### config.mk
export PLATFORM = sky130hd
export DESIGN_NAME = adv_manuf_counter_extractor
export DESIGN_NICKNAME = d
export VERILOG_FILES = /design/src/amce_pkg.sv /design/src/adv_manuf_counter_extractor.sv /design/src/amce_walker.sv /design/src/amce_out_reg.sv
export SDC_FILE = /design/constraint.sdc
export NUM_CORES = 1
export LEC_CHECK = 0
export ABC_CLOCK_PERIOD_IN_PS = 9450
export BUFFER_PORTS_ARGS = -buffer_cell sky130_fd_sc_hd__clkbuf_2
export CAP_MARGIN = 20
export CELL_PAD_IN_SITES_DETAIL_PLACEMENT = 0
export CELL_PAD_IN_SITES_GLOBAL_PLACEMENT = 2
export CORE_UTILIZATION = 41
export CTS_CLUSTER_SIZE = 28
export DETAILED_ROUTE_END_ITERATION = 12
export PLACE_DENSITY_LB_ADDON = 0.05
export SETUP_SLACK_MARGIN = 0.5
export SLEW_MARGIN = 20
export SYNTH_ARGS = -nofsm -noshare
export SYNTH_HDL_FRONTEND = slang
export SYNTH_SLANG_ARGS = --single-unit
### constraint.sdc
create_clock -name clock -period 9.45 [get_ports clock]
set_input_delay 0.4725 -clock clock [delete_from_list [all_inputs] [get_ports clock]]
set_output_delay 0.4725 -clock clock [all_outputs]
set_load 0.02 [all_outputs]
### src/amce_pkg.sv
// Types and constants shared by the counter extractor modules.
`timescale 1ns / 1ps

package amce_pkg;

   // Request kinds carried on tuser.
   localparam logic OP_DATA = 1'b0;
   localparam logic OP_SYNC = 1'b1;

   // Record constants.
   localparam logic [7:0] MANUF_TYPE  = 8'hFF;
   localparam logic [7:0] MIN_REC_LEN = 8'd7;
   localparam logic [7:0] CNT_FIRST   = 8'd2;
   localparam logic [7:0] CNT_END     = 8'd6;
   localparam logic [7:0] CNT_LAST    = 8'd5;
   localparam logic [7:0] POS_MAX     = 8'hFF;

   // One accepted request.
   typedef struct packed {
      logic       opcode;
      logic       sync_ok;
      logic [7:0] data_byte;
      logic [7:0] report_len;
      logic       last_of_report;
   } req_item_type;

   // One result with its valid flag.
   typedef struct packed {
      logic        valid;
      logic        first_after_sync;
      logic [31:0] delta;
      logic [31:0] counter;
   } rsp_item_type;

endpackage

### src/adv_manuf_counter_extractor.sv
// Top level of the manufacturer-record counter extractor.
`timescale 1ns / 1ps
//
// Takes periodic advertising reports one byte per request on the req_ channel
// and walks their length-type records. The first manufacturer record of
// sufficient length yields a 32-bit little-endian counter, returned on the
// rsp_ channel with its wrapping difference from the previous counter and a
// flag marking the first counter since reset or a successful sync event.
// A sync request (tuser high) re-arms that flag when sync_ok is set.
// Each request is taken into an input register, evaluated there once the result
// register can take its outcome and, when it completes a counter, lands in the
// result register, which drives rsp_tvalid. One request is accepted per cycle
// while the result register is not stalled, with one state update per request.
// Reset (synchronous, active high) restarts the walk, clears the previous
// counter and arms the first flag; req_tready is low during reset.
// When the receiver stalls, the result holds in the output register while the
// input register still takes one further request, then req_tready falls.
//

module adv_manuf_counter_extractor
   import amce_pkg::*;
(
   input  logic        clock,
   input  logic        reset,
   input  logic        req_tvalid,
   output logic        req_tready,
   input  logic [23:0] req_tdata,   // sync_ok [0], data_byte [8:1], report_len [16:9], zero pad
   input  logic        req_tuser,   // opcode
   input  logic        req_tlast,   // last_of_report
   output logic        rsp_tvalid,
   input  logic        rsp_tready,
   output logic [63:0] rsp_tdata,   // counter [31:0], delta [63:32]
   output logic        rsp_tuser    // first_after_sync
);

   logic         in_valid_ff, in_valid_in;
   req_item_type item_ff;
   rsp_item_type res;
   logic         free;
   logic         step;
   logic         req_accept;

   // Input stage advances whenever the result register can take its outcome.
   assign step       = in_valid_ff && free;
   assign req_tready = !reset && (!in_valid_ff || free);
   assign req_accept = req_tvalid && req_tready;

   always_comb begin
      if (req_accept) begin
         in_valid_in = 1'b1;
      end else if (step) begin
         in_valid_in = 1'b0;
      end else begin
         in_valid_in = in_valid_ff;
      end
   end

   always_ff @(posedge clock) begin
      if (reset) begin
         in_valid_ff <= 1'b0;
      end else begin
         in_valid_ff <= in_valid_in;
      end
   end

   // Input payload register.
   always_ff @(posedge clock) begin
      if (req_accept) begin
         item_ff.opcode         <= req_tuser;
         item_ff.sync_ok        <= req_tdata[0];
         item_ff.data_byte      <= req_tdata[8:1];
         item_ff.report_len     <= req_tdata[16:9];
         item_ff.last_of_report <= req_tlast;
      end
   end

   amce_walker u_walker (
      .clock (clock),
      .reset (reset),
      .step  (step),
      .item  (item_ff),
      .res   (res)
   );

   amce_out_reg u_out_reg (
      .clock      (clock),
      .reset      (reset),
      .load       (step),
      .res        (res),
      .free       (free),
      .rsp_tvalid (rsp_tvalid),
      .rsp_tready (rsp_tready),
      .rsp_tdata  (rsp_tdata),
      .rsp_tuser  (rsp_tuser)
   );

endmodule

### src/amce_walker.sv
// Record walker: parse state, counter capture and result formation.
`timescale 1ns / 1ps

module amce_walker
   import amce_pkg::*;
(
   input  logic         clock,
   input  logic         reset,
   input  logic         step,
   input  req_item_type item,
   output rsp_item_type res
);

   localparam logic [1:0] PH_LEN  = 2'd0;
   localparam logic [1:0] PH_TYPE = 2'd1;
   localparam logic [1:0] PH_BODY = 2'd2;
   localparam logic [1:0] PH_DONE = 2'd3;

   logic [1:0]  phase_ff, phase_in;
   logic [7:0]  pos_ff, pos_in;
   logic [7:0]  rec_len_ff, rec_len_in;
   logic [7:0]  offset_ff, offset_in;
   logic        match_ff, match_in;
   logic [31:0] capture_ff, capture_in;
   logic [31:0] prev_ff, prev_in;
   logic        first_ff, first_in;

   logic [31:0] capture_shift;
   logic [8:0]  pos_plus1;
   logic [9:0]  rec_end;
   logic [7:0]  offset_next;

   assign capture_shift = {item.data_byte, capture_ff[31:8]};
   assign pos_plus1     = {1'b0, pos_ff} + 9'd1;
   assign rec_end       = {2'b00, pos_ff} + 10'd1 + {2'b00, item.data_byte};
   assign offset_next   = offset_ff + 8'd1;

   // Next state and result for the request held in the input register.
   always_comb begin
      phase_in   = phase_ff;
      pos_in     = pos_ff;
      rec_len_in = rec_len_ff;
      offset_in  = offset_ff;
      match_in   = match_ff;
      capture_in = capture_ff;
      prev_in    = prev_ff;
      first_in   = first_ff;
      res.valid            = 1'b0;
      res.counter          = capture_shift;
      res.delta            = first_ff ? 32'd0 : capture_shift - prev_ff;
      res.first_after_sync = first_ff;
      if (step) begin
         if (item.opcode == OP_SYNC) begin
            if (item.sync_ok) begin
               first_in = 1'b1;
            end
         end else begin
            if (phase_ff != PH_DONE && pos_ff < item.report_len) begin
               unique case (phase_ff)
                  PH_LEN: begin
                     if (pos_plus1 >= {1'b0, item.report_len} || item.data_byte == 8'd0 ||
                         rec_end > {2'b00, item.report_len}) begin
                        phase_in = PH_DONE;
                     end else begin
                        rec_len_in = item.data_byte;
                        phase_in   = PH_TYPE;
                     end
                  end
                  PH_TYPE: begin
                     match_in   = (item.data_byte == MANUF_TYPE) && (rec_len_ff >= MIN_REC_LEN);
                     offset_in  = 8'd0;
                     capture_in = 32'd0;
                     phase_in   = (rec_len_ff <= 8'd1) ? PH_LEN : PH_BODY;
                  end
                  PH_BODY: begin
                     // Counter bytes follow the two-byte company id.
                     if (match_ff && offset_ff >= CNT_FIRST && offset_ff < CNT_END) begin
                        capture_in = capture_shift;
                        if (offset_ff == CNT_LAST) begin
                           res.valid = 1'b1;
                           prev_in   = capture_shift;
                           first_in  = 1'b0;
                           phase_in  = PH_DONE;
                        end
                     end
                     if (phase_in == PH_BODY) begin
                        offset_in = offset_next;
                        if ({1'b0, offset_next} + 9'd1 >= {1'b0, rec_len_ff}) begin
                           phase_in = PH_LEN;
                        end
                     end
                  end
                  default: begin
                     phase_in = phase_ff;
                  end
               endcase
            end
            if (pos_ff != POS_MAX) begin
               pos_in = pos_ff + 8'd1;
            end
            // The walk restarts after the final byte of a report.
            if (item.last_of_report) begin
               phase_in   = PH_LEN;
               pos_in     = 8'd0;
               rec_len_in = 8'd0;
               offset_in  = 8'd0;
               match_in   = 1'b0;
               capture_in = 32'd0;
            end
         end
      end
   end

   // Parse state registers.
   always_ff @(posedge clock) begin
      if (reset) begin
         phase_ff   <= PH_LEN;
         pos_ff     <= 8'd0;
         rec_len_ff <= 8'd0;
         offset_ff  <= 8'd0;
         match_ff   <= 1'b0;
         capture_ff <= 32'd0;
         prev_ff    <= 32'd0;
         first_ff   <= 1'b1;
      end else begin
         phase_ff   <= phase_in;
         pos_ff     <= pos_in;
         rec_len_ff <= rec_len_in;
         offset_ff  <= offset_in;
         match_ff   <= match_in;
         capture_ff <= capture_in;
         prev_ff    <= prev_in;
         first_ff   <= first_in;
      end
   end

endmodule

### src/amce_out_reg.sv
// Result register driving the response channel.
`timescale 1ns / 1ps

module amce_out_reg
   import amce_pkg::*;
(
   input  logic         clock,
   input  logic         reset,
   input  logic         load,
   input  rsp_item_type res,
   output logic         free,
   output logic         rsp_tvalid,
   input  logic         rsp_tready,
   output logic [63:0]  rsp_tdata,   // counter [31:0], delta [63:32]
   output logic         rsp_tuser    // first_after_sync
);

   logic        valid_ff, valid_in;
   logic [31:0] counter_ff;
   logic [31:0] delta_ff;
   logic        first_ff;

   // The register can take a new result when empty or being drained.
   assign free = !valid_ff || rsp_tready;

   always_comb begin
      if (load) begin
         valid_in = res.valid;
      end else begin
         valid_in = valid_ff && !rsp_tready;
      end
   end

   always_ff @(posedge clock) begin
      if (reset) begin
         valid_ff <= 1'b0;
      end else begin
         valid_ff <= valid_in;
      end
   end

   // Payload is captured only when a result is produced.
   always_ff @(posedge clock) begin
      if (load && res.valid) begin
         counter_ff <= res.counter;
         delta_ff   <= res.delta;
         first_ff   <= res.first_after_sync;
      end
   end

   assign rsp_tvalid = valid_ff;
   assign rsp_tdata  = {delta_ff, counter_ff};
   assign rsp_tuser  = first_ff;

endmodule

## Word-level counts from Yosys, hierarchy flattened

Index checks and enable logic that the tools add are counted.

| storage, ports and cells | value |
|---|---|
| flip-flop bits (word level) | 178 |
| bits in latches | 0 |
| RAM bits | 0 |
| memory bits (read-only) | 0 |
| input bits | 30 |
| output and inout port bits | 67 |
| logic and storage cells | 128 |
| memories kept | 0 |

| operators by class | value |
|---|---|
| add/subtract/negate cells | 7 |
| multipliers | 0 |
| div/mod/pow operators | 0 |
| magnitude comparators | 8 |
| equality and inequality tests | 11 |
| shift operators | 0 |
| muxes and demuxes | 45 |
| bitwise gates (word level) | 1 |
| reductions and logical operators | 38 |

Operators with widths:

| operator | count |
|---|---|
| two-way mux 32 bit | 3 |
| two-way mux 8 bit | 9 |
| case mux 32 bit (2 select lines) | 1 |
| subtractor 32 bit | 1 |
| adder 8 x 1 -> 9 bit (second input constant) | 3 |
| two-way mux 2 bit | 12 |
| >= comparator 9 x 8 -> 1 bit | 2 |
| two-way mux 1 bit | 18 |
| nonzero test 2 bit | 9 |
| adder 8 x 1 -> 8 bit (second input constant) | 2 |
| case mux 8 bit (2 select lines) | 1 |
| AND reduction 5 bit | 3 |
| AND reduction 6 bit | 2 |
| adder 10 x 8 -> 10 bit | 1 |
| greater-than comparator 10 x 8 -> 1 bit | 1 |
| logical AND 1 bit | 9 |
| equality test 8 x 3 -> 1 bit (second input constant) | 1 |
| equality test 8 bit (second input constant) | 1 |
| >= comparator 8 x 2 -> 1 bit (second input constant) | 1 |
| >= comparator 8 x 3 -> 1 bit (second input constant) | 1 |
| less-or-equal comparator 8 x 1 -> 1 bit (second input constant) | 1 |
| zero test 8 bit | 1 |
| less-than comparator 8 x 3 -> 1 bit (second input constant) | 1 |
| less-than comparator 8 bit | 1 |
| 14 further kinds | 25 |

## Longest topological paths before layout

| depth | value |
|---|---|
| word-level depth | 13 |
| depth in mapped cells | 18 |
| gate-level depth less buffers | 17 |

## Hierarchy

A second synthesis with hierarchy kept.

| second synthesis, totals | value |
|---|---|
| cell total of the unflattened synthesis | 933 |
| area, all modules | 9341.5 um^2 |

By module, submodules not included:

| module | instances | cells each | area an instance (um^2) | seq. area each (um^2) |
|---|---|---|---|---|
| amce_walker | 1 | 838 | 6691.4 | 1681.6 |
| amce_out_reg | 1 | 70 | 2011.9 | 1971.9 |
| adv_manuf_counter_extractor | 1 | 25 | 638.1 | 590.6 |

## Worst setup path before layout

OpenSTA, ideal clock, no wires.

| path | value |
|---|---|
| path type | register -> register |
| start | register u_walker.pos_ff[0] |
| end | register u_walker.rec_len_ff[2] |
| setup time | 0.127 ns |
| data arrival time | 3.543 ns |
| data required time | 9.323 ns |
| setup slack | 5.779 ns |
| cell stages (with the launch flop) | 19 |
| buffers on the path | 1 |
| clock period less this slack | 3.671 ns |
| path through | dfxtp_1 -> ha_1 -> ha_1 -> a21o_1 -> a21oi_1 -> o21bai_1 -> a21oi_1 -> o21bai_1 -> a21oi_1 -> xnor2_1 -> ha_1 -> nand2_1 -> nor3_1 -> o22a_1 -> o2111ai_1 -> a2111oi_2 -> buf_2 -> mux2i_1 -> o31ai_1 |

| between the ends | value |
|---|---|
| word-level cells in the longest chain between the ends | 6 |
| elaborated cells between the ends (all ways) | 12 |
| those cells by class | 3 x add/sub; 3 x order compare; 1 x eq/ne; 5 x reduce/logical |

Ends and longest elaborated chain:

| what | line | text |
|---|---|---|
| start: declaration | amce_walker.sv:20 | `logic [7:0] pos_ff, pos_in;` |
| start signal: assignment | amce_walker.sv:127 | `pos_ff <= pos_in;` |
| adder 8 x 1 -> 9 bit | amce_walker.sv:34, amce_walker.sv:35 |  |
| adder 10 x 8 -> 10 bit / >= comparator 9 x 8 -> 1 bit (equally long branches) | amce_walker.sv:35, amce_walker.sv:61 |  |
| greater-than comparator 10 x 8 -> 1 bit / logical OR 1 bit (equally long branches) | amce_walker.sv:62, amce_walker.sv:61 |  |
| logical OR 1 bit | amce_walker.sv:61 | `if (pos_plus1 >= {1'b0, item.report_len} \|\| item.data_byte == 8'd0 \|\|` |
| inequality test 2 bit (no source line) | - |  |
| AND reduction 5 bit (no source line) (*) | - |  |
| end signal: assignment | amce_walker.sv:128 | `rec_len_ff <= rec_len_in;` |
| end: declaration | amce_walker.sv:21 | `logic [7:0] rec_len_ff, rec_len_in;` |

Mark *: on every way between the ends. The rest lies on a longest branch, timed or not.
A chain may end at the register's enable or synchronous reset.

## Worst setup path in the final report

Ends and elaborated chain as after synthesis.

==> impl_results.md <==
- Status: complete, no violations
- Crit Path Max Fanout: 15
- Final slew viol count: 0
- Placer Congestion: 0.775
- Fill cells: about 2200
- Hpwl dp: roughly 15 mm
- Initial antenna violation count: 1
- VDD IR max: between 100 and 150 µV
- Die width: 154 µm
- Crit path largest cell delay: between 400 and 500 ps
- Cell taking the most area after synthesis: edfxtp_1
- Arrival @ worst endpoint: about 4300 ps
- Share of cells above drive strength 1: between 10% and 20%
- Final WL: ~22 mm
- Final Power: around 0.0017 W
- Final setup vio count: 0
- Tcrit/Tclk final: between 40% and 50%
- Clock Latency Late Sink: around 420 ps
- CP Class: flop to flop
- Die height: approximately 150 µm
- Number of distinct library cells after synthesis: 75
- Synth Cell Area: roughly 9500 µm²
- CTS resizes: 0
- Total CTS buffers: 17
- Power Density: around 150 nW/µm²
- Root Driver: clkbuf_16
- Setup crit start kind: flop
- IO Count: 97
- Clk pin slew, worst setup/hold paths: about 70 ps
- Worst-Margin Slew: approximately 950 ps
- Number of synthesized flops with an enable pin: between 80 and 90
- Initial DRC Count: ~310
- Fmax achieved: 248 MHz
- Setup TNS: 0 ps
- Syn nets: 1073
- Deepest clock path buffer count: 2
- Slew Limit Headroom: a little under two fifths
- Area grow syn2layout: 13.2%
- CP max stage cell: dfxtp_1
- Routed Antenna Nets: 0
- H-Tree Depth: 4
- Sequential share of power: 47.6%
- Per-cell routed wire length: roughly 16 µm
- Nets: about 1200
- Crit path buf inv count: 1
- Yosys warning count: 0
- Vias: approximately 7000
- Remaining DRCs: 0
- Adder-Cell Fraction of Synth Area: 11.1%
- Max-cap violation count: 0
- Mux share of post-synthesis cell area: between 3 and 4%
- P_int: ~0.0013 W
- Class of the worst hold path: input pin to flop
- First-pass GRT wire length: between 30 and 40 mm
- XOR/XNOR Fraction of Synth Area: about 3.4%
- # clock sinks: between 150 and 200
- Switching Fraction: a little under a quarter
- Largest net degree at the start of global routing: 77
- Synth Flop Type: dfxtp_1
- FP Rows: 55
- GRT Residual Overflow: 0
- Simple-gate portion of the synthesized area: 16.1%
- Combinational family with the most area after synthesis: simple AND/OR/NAND/NOR gates
- Complex-gate fraction of the synthesized area: between 10% and 20%
- Comb pwr share: just under 6%
- Sequential area share after synthesis: roughly 45%
- Async S/R FF share, synth: 0%
- Vias in the first global route: around 6600
- Hold WS: approximately 220 ps
- Critical path required time: between 9000 and 10000 ps
- Leak: 4.37 nW
- Synth Register Bits: between 150 and 200
- CTS tree: built
- Final worst path period need: 4030 ps
- Core Region: 22600 µm²
- Total GRT Usage: 18.8%
- CTS Hold Buffers Added: 0
- Syn Area/Cell: 9.86 µm²
- Area contributors post-synth: edfxtp_1, dfxtp_1, ha_1
- Post-Synthesis Cells: 960
- Setup Fix Bufs, Post-CTS: 0
- Endpoint type of the worst setup path: flop
- Sw power: ~0.00038 W
- PortBufs: 89
- Drt pass-1 iters: 5
- Kind of cell adding the most delay to the critical path: compound AO/OA/AOI/OAI gates
- Synth top area share: 26.6%
- Clk_skew: 10.0 ps
- Final Hold Fails: 0
- Cell chain of the critical path: ha_1 > xor2_1 > ha_1 > a21oi_1 > o21bai_1 > a21oi_1 > o21bai_1 > a21oi_1 > xnor2_1 > ha_1 > nand2_1 > nor3_1 > o22a_1 > o2111ai_1 > a2111oi_2 > buf_4 > mux2i_1 > o31ai_1
- Clock power share: a little under half
- Starting Density: around two fifths
- RSZ-0062 raised after global routing: no
- Via density: 5.27
- Die area: between 20000 and 25000 µm²
[final cells by class]
class                   count  area (µm²)  area share, %
multi-input cells         674        4670           43.6
diodes                      1        2.50         0.0233
inverters                  76         285           2.66
flip-flops and latches    170        4240           39.6
repair buffers             98         513           4.79
clock inverters            13         189           1.76
well taps                 285         357           3.33
clock buffers              19         454           4.24
[cells in the mapped netlist, types with 3 or more instances]
master and instances:
nor2_1 91, and2_1 3, a211oi_1 6, o311ai_0 6, nand3b_1 12, o21bai_1 7, nand3_1 45, nor2b_1 10
o2111ai_1 3, nand2b_1 11, inv_1 76, a21oi_1 82, nor3_1 27, nand2_1 37, clkbuf_1 22, o21ai_0 49
o211ai_1 8, o31ai_1 3, xnor2_1 20, buf_6 7, and3_1 6, or4_1 8, a21o_1 17, nand4_1 15
nor4_1 4, dfxtp_1 86, ha_1 81, mux2i_1 33, nor3b_1 6, xor2_1 17, a31oi_1 6, edfxtp_1 84
buf_2 3, o21a_1 10, or3_2 4, o21ai_1 3, mux2_2 3
[layer usage]
metal / GRT usage, % / routed length (µm)
met1: 25.6 / 10500
met2: 30.8 / 10300
met3: 3.16 / 557
met4: 5.00 / 221
met5: 0 / 0
[cell usage in the layout, fill, tap and decap left out, types with 17 or more instances in the layout]
cell and instances:
a21o_1 17, a21oi_1 82, clkbuf_16 18, clkbuf_2 88
dfxtp_1 86, edfxtp_1 84, ha_1 81, inv_1 75
mux2i_1 33, nand2_1 37, nand3_1 44, nor2_1 91
nor3_1 27, o21ai_0 49, xnor2_1 20, xor2_1 17
[final timing paths]
check	start	to	slack (ps)	depth (start not counted)
worst max-delay path	u_walker.pos_ff[0]$_SDFFE_PP0P_	u_walker.rec_len_ff[2]$_SDFFE_PP0P_	5420	18
worst min-delay path	req_tlast	item_ff[0]$_DFFE_PP_	220	1
worst max register to register	u_walker.pos_ff[0]$_SDFFE_PP0P_	u_walker.rec_len_ff[2]$_SDFFE_PP0P_	5420	18
worst min register to register	u_walker.offset_ff[7]$_SDFFE_PP0P_	u_walker.offset_ff[7]$_SDFFE_PP0P_	490	2
[power groups by stage]
stage	Clock, W	Combinational, W	Sequential (W)
finish	0.000768	0.0000968	0.000787
CTS	0.000785	0.0000981	0.000788
floorplan	0	0.0000741	0.000798
global route	0.000818	0.000109	0.000788
detailed placement	0	0.0000976	0.000804
global placement	0	0.0000975	0.000804
[state kept, by name (all words and copies together), names as in the netlist]
signal	count
in_valid_ff	1
item_ff	19
u_out_reg.counter_ff	32
u_out_reg.delta_ff	32
u_out_reg.rsp_tuser	1
u_out_reg.rsp_tvalid	1
u_walker.capture_ff	24
u_walker.first_ff	1
u_walker.match_ff	1
u_walker.offset_ff	8
u_walker.phase_ff	2
u_walker.pos_ff	8
u_walker.prev_ff	32
u_walker.rec_len_ff	8
[per-stage QoR]
stage	setup WS, ps	area [µm²]	std cells	util, %
floorplan	5780	9470	960	-
global placement	5480	10100	1303	44.5
detailed placement	5420	10100	1303	44.5
CTS	5390	10700	1335	47.3
global route	4910	10700	1336	47.3
finish	5420	10700	1336	47.3
[worst reg2reg max path, stage by stage, from the launching register on]
cell	delay, ps
dfxtp_1	420
ha_1	270
xor2_1	250
ha_1	310
a21oi_1	240
o21bai_1	100
a21oi_1	230
o21bai_1	90
a21oi_1	200
xnor2_1	100
ha_1	290
nand2_1	60
nor3_1	230
o22a_1	190
o2111ai_1	160
a2111oi_2	230
buf_4	250
mux2i_1	210
o31ai_1	80
[logic make-up after synthesis]
kind of cell	after synthesis
flip-flops	170
multiplexers	36
adder cells (fa/ha/maj)	83
buffers and inverters	116
AO/OA/AOI/OAI	224
AND/OR/NAND/NOR	294
XOR/XNOR	37
Note: power is estimated with default switching activity, not from simulation.
